### config.mk
export PLATFORM = sky130hd
export DESIGN_NAME = chws_hash
export DESIGN_NICKNAME = d
export VERILOG_FILES = /design/src/hdl/chws_pkg.sv /design/src/hdl/chws_hash.sv
export SDC_FILE = /design/constraint.sdc
export NUM_CORES = 1
export LEC_CHECK = 0
export ABC_AREA = 1
export BUFFER_PORTS_ARGS = -buffer_cell sky130_fd_sc_hd__buf_2
export CAP_MARGIN = 20
export CORE_ASPECT_RATIO = 0.5
export CORE_MARGIN = 2
export CORE_UTILIZATION = 55
export DETAILED_ROUTE_END_ITERATION = 8
export PLACE_DENSITY = 0.82
export SYNTH_ARGS = -nofsm -noshare
export SYNTH_HDL_FRONTEND = slang
export SYNTH_SLANG_ARGS = --single-unit
### constraint.sdc
create_clock -name clk -period 4.95 [get_ports clk]
set_input_delay 0.7425 -clock clk [delete_from_list [all_inputs] [get_ports clk]]
set_output_delay 0.7425 -clock clk [all_outputs]
set_load 0.02 [all_outputs]
### src/hdl/chws_pkg.sv
`default_nettype none
package chws_pkg;

    localparam int DEF_BUCKETS  = 26;
    localparam int DEF_MAX_LEN  = 45;
    localparam int DEF_CAPACITY = 1024;

    localparam int CNT_W = 11;

    typedef enum logic [1:0] {
        MODE_INSERT = 2'd0,
        MODE_LOOKUP = 2'd1,
        MODE_CLEAR  = 2'd2,
        MODE_NONE   = 2'd3
    } mode_t;

    typedef enum logic [1:0] {
        ST_OK       = 2'd0,
        ST_FULL     = 2'd1,
        ST_TOO_LONG = 2'd2,
        ST_RSVD     = 2'd3
    } status_t;

    typedef struct packed {
        logic [1:0] mode;
        logic [7:0] char_code;
        logic       last_char;
    } cmd_t;

    typedef struct packed {
        logic             found;
        logic [CNT_W-1:0] word_total;
        logic [1:0]       status;
    } rsp_t;

    // control from the sequencer into the hash accumulator
    typedef struct packed {
        logic step;
        logic close;
        logic clear;
    } chws_hctl_t;

    function automatic logic [7:0] fold_case(input logic [7:0] c);
        logic [7:0] r;
        r = c;
        if (c >= 8'h41 && c <= 8'h5A)
        begin
            r = c + 8'h20;
        end
        return r;
    endfunction

endpackage
`default_nettype wire

### src/hdl/chws_hash.sv
`default_nettype none
module chws_hash #(
    parameter int BUCKETS = chws_pkg::DEF_BUCKETS,
    parameter int MAX_LEN = chws_pkg::DEF_MAX_LEN,
    localparam int LW     = $clog2(MAX_LEN + 2),
    localparam int SW     = (BUCKETS > 1) ? $clog2(BUCKETS) : 1
) (
    input  wire logic                   clk,
    input  wire logic                   rst_n,
    input  wire chws_pkg::chws_hctl_t   ctl,
    input  wire logic [7:0]             char_code,
    output logic [LW-1:0]               len,
    output logic [LW-1:0]               len_upd,
    output logic [SW-1:0]               sum_upd
);
    import chws_pkg::*;

    localparam int RAW_W = $clog2(BUCKETS + 256);

    logic [LW-1:0] len_reg, len_next;
    logic [SW-1:0] sum_reg, sum_next;

    // running sum mod BUCKETS: restoring subtract of shifted constant multiples
    always_comb
    begin
        logic [RAW_W-1:0] raw;
        raw = RAW_W'(sum_reg) + RAW_W'(fold_case(char_code));
        for (int k = RAW_W - 1; k >= 0; k--)
        begin
            if ((BUCKETS << k) < (BUCKETS + 256))
            begin
                if (raw >= RAW_W'(BUCKETS << k))
                begin
                    raw = raw - RAW_W'(BUCKETS << k);
                end
            end
        end
        if (len_reg < LW'(MAX_LEN))
        begin
            len_upd = len_reg + LW'(1);
            sum_upd = SW'(raw);
        end
        else
        begin
            len_upd = LW'(MAX_LEN + 1);
            sum_upd = sum_reg;
        end
    end

    always_comb
    begin
        len_next = len_reg;
        sum_next = sum_reg;
        if (ctl.clear || (ctl.step && ctl.close))
        begin
            len_next = '0;
            sum_next = '0;
        end
        else if (ctl.step)
        begin
            len_next = len_upd;
            sum_next = sum_upd;
        end
    end

    always_ff @(posedge clk or negedge rst_n)
    begin
        if (!rst_n)
        begin
            len_reg <= '0;
            sum_reg <= '0;
        end
        else
        begin
            len_reg <= len_next;
            sum_reg <= sum_next;
        end
    end

    assign len = len_reg;

`ifndef NO_ASSERTIONS
    a_sum_range: assert property (@(posedge clk) disable iff (!rst_n)
        sum_reg < SW'(BUCKETS) || BUCKETS == (1 << SW))
        else $error("bucket sum out of range");
    a_len_range: assert property (@(posedge clk) disable iff (!rst_n)
        len_reg <= LW'(MAX_LEN + 1))
        else $error("pending length out of range");
    a_clear: assert property (@(posedge clk) disable iff (!rst_n)
        ctl.clear |=> len_reg == '0 && sum_reg == '0)
        else $error("clear did not empty pending word");
`endif

endmodule
`default_nettype wire

After elaboration in Yosys (flattened, before gate mapping)
Cells that the tools add are included.

storage, ports and cells
  register bits = 11
  input bits = 13
  output and inout bits = 17

cells by class
  $add $sub $neg = 7
  order comparisons = 7
  multiplexer cells = 11
  reductions and logical operators = 4

operators by type and width
  operator               number
  $mux W9                3
  $mux W5                4
  $mux W6                3
  $add A5 B8 Y9          1
  $ge A9 B5 Y1 const B   1
  $ge A9 B6 Y1 const B   1
  $ge A9 B7 Y1 const B   1
  $ge A9 B8 Y1 const B   1
  $sub A9 B6 Y9 const B  1
  $sub A9 B7 Y9 const B  1
  $sub A9 B8 Y9 const B  1
  $add A8 B6 Y8 const B  1
  $ge A8 B7 Y1 const B   1
  $le A8 B7 Y1 const B   1
  $mux W8                1
  $add A6 B1 Y6 const B  1
  $lt A6 B6 Y1 const B   1
  $sub A5 B5 Y5 const B  1
  $logic_and A1 B1 Y1    2
  $reduce_bool A2 Y1     1
  $logic_or A1 B1 Y1     1

Depth between registers and ports, before layout
  word-level depth = 15
  depth in mapped cells = 35
  gate-level depth less buffers = 35

Least setup slack after synthesis
Ideal clock, no wire load.

  kind = input-to-output
  from = input char_code[0]
  to = output sum_upd[4]
  data arrival time = 3.910 ns
  path slack = 0.297 ns
  stages = 29
  cell sequence = ha_1 > fa_1 > nand3_1 > nand2_1 > or2_1 > nand2_2 > inv_1 > a21oi_2 > nor2_4 > nand2_4 > nand2_4 > nand2_2 > nand2_2 > nor2_4 > nand2_2 > nand3_2 > nand2_1 > nand3_4 > nand3_4 > nand2_4 > nand2_1 > and2_1 > ha_1 > nand2_1 > nand2_2 > nand2_4 > nand2_1 > nand3_1 > and2_1

on the way
  longest elaborated chain between the ends = 13
  elaborated cells on any way between the ends = 19

ends and longest elaborated chain
  element                                        line                              source
  from (decl)                                    chws_hash.sv:11                   input wire logic [7:0] char_code,
  $ge A8 B7 Y1 or $le A8 B7 Y1 (tied branches)   chws_pkg.sv:46                    if (c >= 8'h41 && c <= 8'h5A)
  $logic_and A1 B1 Y1                            chws_pkg.sv:46
  $mux W8 (*)                                    chws_pkg.sv:46
  $add A5 B8 Y9 (*)                              chws_hash.sv:27                   raw = RAW_W'(sum_reg) + RAW_W'(fold_case(char_code));
  $sub A9 B8 Y9 or $ge A9 B8 Y1 (tied branches)  chws_hash.sv:34, chws_hash.sv:32
  $mux W9 (*)                                    chws_hash.sv:32                   if (raw >= RAW_W'(BUCKETS << k))
  $sub A9 B7 Y9 or $ge A9 B7 Y1 (tied branches)  chws_hash.sv:34, chws_hash.sv:32
  $mux W9 (*)                                    chws_hash.sv:32
  $sub A9 B6 Y9 or $ge A9 B6 Y1 (tied branches)  chws_hash.sv:34, chws_hash.sv:32
  $mux W9 (*)                                    chws_hash.sv:32
  $ge A9 B5 Y1 or $sub A5 B5 Y5 (tied branches)  chws_hash.sv:32, chws_hash.sv:34
  $mux W5 (*)                                    chws_hash.sv:32
  $mux W5 (*)                                    chws_hash.sv:38                   if (len_reg < LW'(MAX_LEN))
  to (decl)                                      chws_hash.sv:14                   output logic [SW-1:0] sum_upd

Every way passes the cells marked *; elsewhere a longest branch is shown, timed or not.

Worst setup path after layout
  from = input char_code[0]
  to = output sum_upd[3]

Same word-level chain as after synthesis.

==> flow_results.org <==
** STA
- Period utilization :: 100.8%
- The clock arrives with 0.009995 ns of skew.
- Worst hold margin :: between 0.3 and 0.4 ns
- Setup repair after global routing could not meet its margin everywhere.
- After layout, the worst setup slack is -0.03730 ns.
- The number of hold violations in the final report came to 0.
- Count of pins over their slew limit :: 0
- Measured against its own limit, the worst slew margin works out to between 70% and 80%.
- Count of final setup violators :: 4
- Time the worst path needs with I/O delays and setup :: between 4 and 5 ns
- Based on the critical path, the design can be clocked at up to between 0.2 and 0.25 GHz.
- For the pin with the worst max-slew slack, the measured transition is between 0.3 and 0.4 ns.

** Die
- Horiz. Die Dim :: 81.26 µm
- Std cell rows :: 13
- Area of the die :: between 3000 and 4000 µm²
- The initial utilization of the core area, before any placement, comes to 60.43%.
- In this run the standard cell core region covers roughly 2700 µm².
- In this run the count of I/O pins placed on the die edge is 30.
- The die is 42.63 µm tall.

** GRT
- Entering global routing, the biggest net connects 12 pins.
- Global routing usage summed across all routing layers :: 23.85%
- Antenna violations before repair :: 0
- Total congestion overflow :: 0
- The number of global-route vias before repair came to 1684.
- The first global-routing pass estimated between 6 and 7 mm of wire.

** Clock tree
- CTS built an H-tree with a depth of 1.
- After clock tree synthesis, the flow added hold-fix buffers numbering 0.
- The longest clock path from root to sink contains 2 buffers.
- TritonCTS Buffers :: 3
- Master cell of the clock root buffer :: clkbuf_8
- Skew-Pair Late Insertion Delay :: between 0.2 and 0.25 ns
- Clock tree from TritonCTS :: done
- Clock-pin slew of the registers on the worst-case setup and hold paths :: 0.06 ns
- The tree built by TritonCTS fans out to 11 sinks.

** Power and ir drop
- Across the VDD grid, the largest voltage drop is 0.0004637 V.
- Total power for the finished layout comes to 1.796 mW.
- For this design the ratio of total power to cell area is around 780 nW/µm².
- Static leakage :: between 1 and 1.5 nW

** Synthesis
- Sorting the synthesized cells by how often they occur yields nand2_1 (76), inv_1 (41), nand3_1 (24), nand2_2 (16), nor2_1 (13).
- In this run the cell area of the synthesized design comes to between 1500 and 2000 µm².
- In this run, distinct cell masters in the synthesized netlist total 32.
- Mean instance size in the synthesized netlist :: 6.290 µm²
- Dominant register cell in the synthesized netlist :: dfrtp_1
- Sequential share of the synthesized area :: 16.77%
- In the post-synthesis netlist, the cell with the most instances is nand2_1.
- Number of synthesized flops with an enable pin :: 0
- For this run, the number of Yosys warnings is 0.
- Ys async rst share :: 100.0%
- The top cell type by area accounts for roughly 17% of the synthesized area.
- Top cells by area in the synthesized netlist :: nand2_1 (17%), dfrtp_1 (17%), inv_1 (9.4%)
- Synthesized net count :: 285
- Synthesis handed over a netlist of between 200 and 300 instances.
- nand2_1 takes more of the synthesized area than any other cell.
- Number of synthesized register bits :: 11

** Run status
- The flow ran to the end, but the final reports show violations.
- The final reports fail on setup timing.

** Setup path
- Slowest cell on crit path :: fa_2
- Worst EP arrival :: 4.24 ns
- Data on the critical path is required at its endpoint by approximately 4.2 ns.
- The worst register-to-register path has a setup slack of between 1 and 1.5 ns.
- In this run the worst path has a maximum fanout of 6.
- The worst setup path is captured at an output pin.
- Most repeated library cell on the critical path :: nand2_4
- Worst setup SP type :: primary input
- By startpoint and endpoint, the worst setup path is classified as primary input to output pin.
- On the worst path, the slowest cell contributes a delay of around 0.40 ns.
- Register-to-Register Path Depth :: 31

** Routing
- Dividing the detail-routed wire length by the instance count gives 13.06 µm.
- The count of nets left with antenna violations once routing finished came out at 0.
- Dividing the detail-routed via count by the number of cells gives 5.385.
- Remaining routing DRC violations :: 0
- Final Routed Wirelength :: 4.649 mm
- After the first detailed-routing iteration, the DRC count stood at between 80 and 90.
- Vias post-DR :: 1917
- The pre-antenna-repair detailed-routing pass consisted of 4 iterations.

** Placed design
- Routability-driven placement finished with a final weighted congestion of approximately 0.87.
- Detailed placement finished with a half-perimeter wire length of about 3.1 mm.
- Port buffering added 29 buffers.

** Cells and area
- Max FFs per register :: 6
- Finished Core Util :: a little over four fifths
- FILL cells :: about 150
- Synth-to-Final Area Change :: 39.48%
- Final #Nets :: 344
- Cells with a size suffix above 1 make up 40.75% of the layout.
- Ant diodes :: 0

** Job
- Max-cap violations in this run came to 0.

** Worst hold path
- Type of the worst min-delay path :: primary input to async pin
-- layer usage --
metal	wire [µm]	GRT usage, %
met2	2307	44.10
met5	0	0
met4	48	5.424
met3	230	2.155
met1	2062	29.84
-- final timing paths --
| check | start | endpoint |
|---|---|---|
| max | char_code[0] | sum_upd[3] |
| min | rst_n | len[1] |
| max reg2reg | sum_reg[0] | sum_reg[2] |
| min reg2reg | sum_reg[0] | sum_reg[0] |
| max in group asynchronous | rst_n | sum_reg[4] |
| min in group clk | sum_reg[0] | sum_reg[0] |
-- through the flow --
stage	std cells	setup slack (ns)	cell area, µm²	TNS (ns)
detailed placement	344	-0.1191	1961	-0.3576
CTS	348	0.006818	2027	0
floorplan	261	0.2974	1642	0
global route	356	-0.2319	2290	-0.7972
global placement	344	0.03066	1961	0
finish	356	-0.03730	2290	-0.09088
-- timing repair --
action / in CTS / in global routing
gates resized for setup: 8 / 46
endpoints found under the setup margin: 4 / 4
setup buffers: 0 / 8
pin swaps: 2 / 27
-- layout make-up --
cell class	count	area (µm²)	share of cell area, %
clock buffer	3	41.29	1.803
clock inverter	1	5.005	0.2186
inverter	46	172.7	7.541
multi-input combinational	204	1389	60.66
sequential	11	275.3	12.02
tap	37	46.29	2.022
timing repair buffer	54	360.3	15.74
-- power breakdown --
| part | switching (mW) | internal (mW) |
|---|---|---|
| Sequential | 0.0144 | 0.101 |
| Combinational | 0.928 | 0.660 |
| Clock | 0.0369 | 0.0554 |
| Total | 0.979 | 0.817 |
-- cells by family (layout without fill, tap and decap cells) --
kind of cell    count (synthesis)  count (layout)  synth area share, %
compound gates                 26              26                9.299
xor+xnor                        7               7                3.735
fa+ha+maj                      11              11                8.842
buf+inv                        46             104                10.52
flops                          11              11                16.77
mux                             1               1               0.6098
simple gates                  159             159                50.23
-- layout by cell type, fill, tap and decap left out, types with 2 or more instances in the layout --
cell type   n
nand3_4     3
nor2_4      6
buf_2      24
nand2_1    65
nand2_4    12
buf_6       2
nand3b_1    3
nor2_2      3
nor2_1     12
a21oi_2     2
inv_2       7
o22ai_1     3
o21ai_1     6
buf_4      27
xor2_1      7
ha_2        2
o211ai_1    2
nand3_2     7
dfrtp_1    11
inv_1      39
nand3_1    19
a21oi_1     3
nor3_1      2
nand2_2    19
ha_4        4
nand4_1     2
or2_2       2
ha_1        4
o21ai_0     5
and2_1      2
clkbuf_8    3
-- critical path: cells and delay by family --
kind,cells,cell delay [ns]
AOI/OAI and AO/OA,2,0.21
xor gates and xnor gates,1,0.16
adders and majority gates,3,0.73
buffers and inverters,3,0.31
and+or+nand+nor,20,2.08
Note: power is estimated with default switching activity, not from simulation.
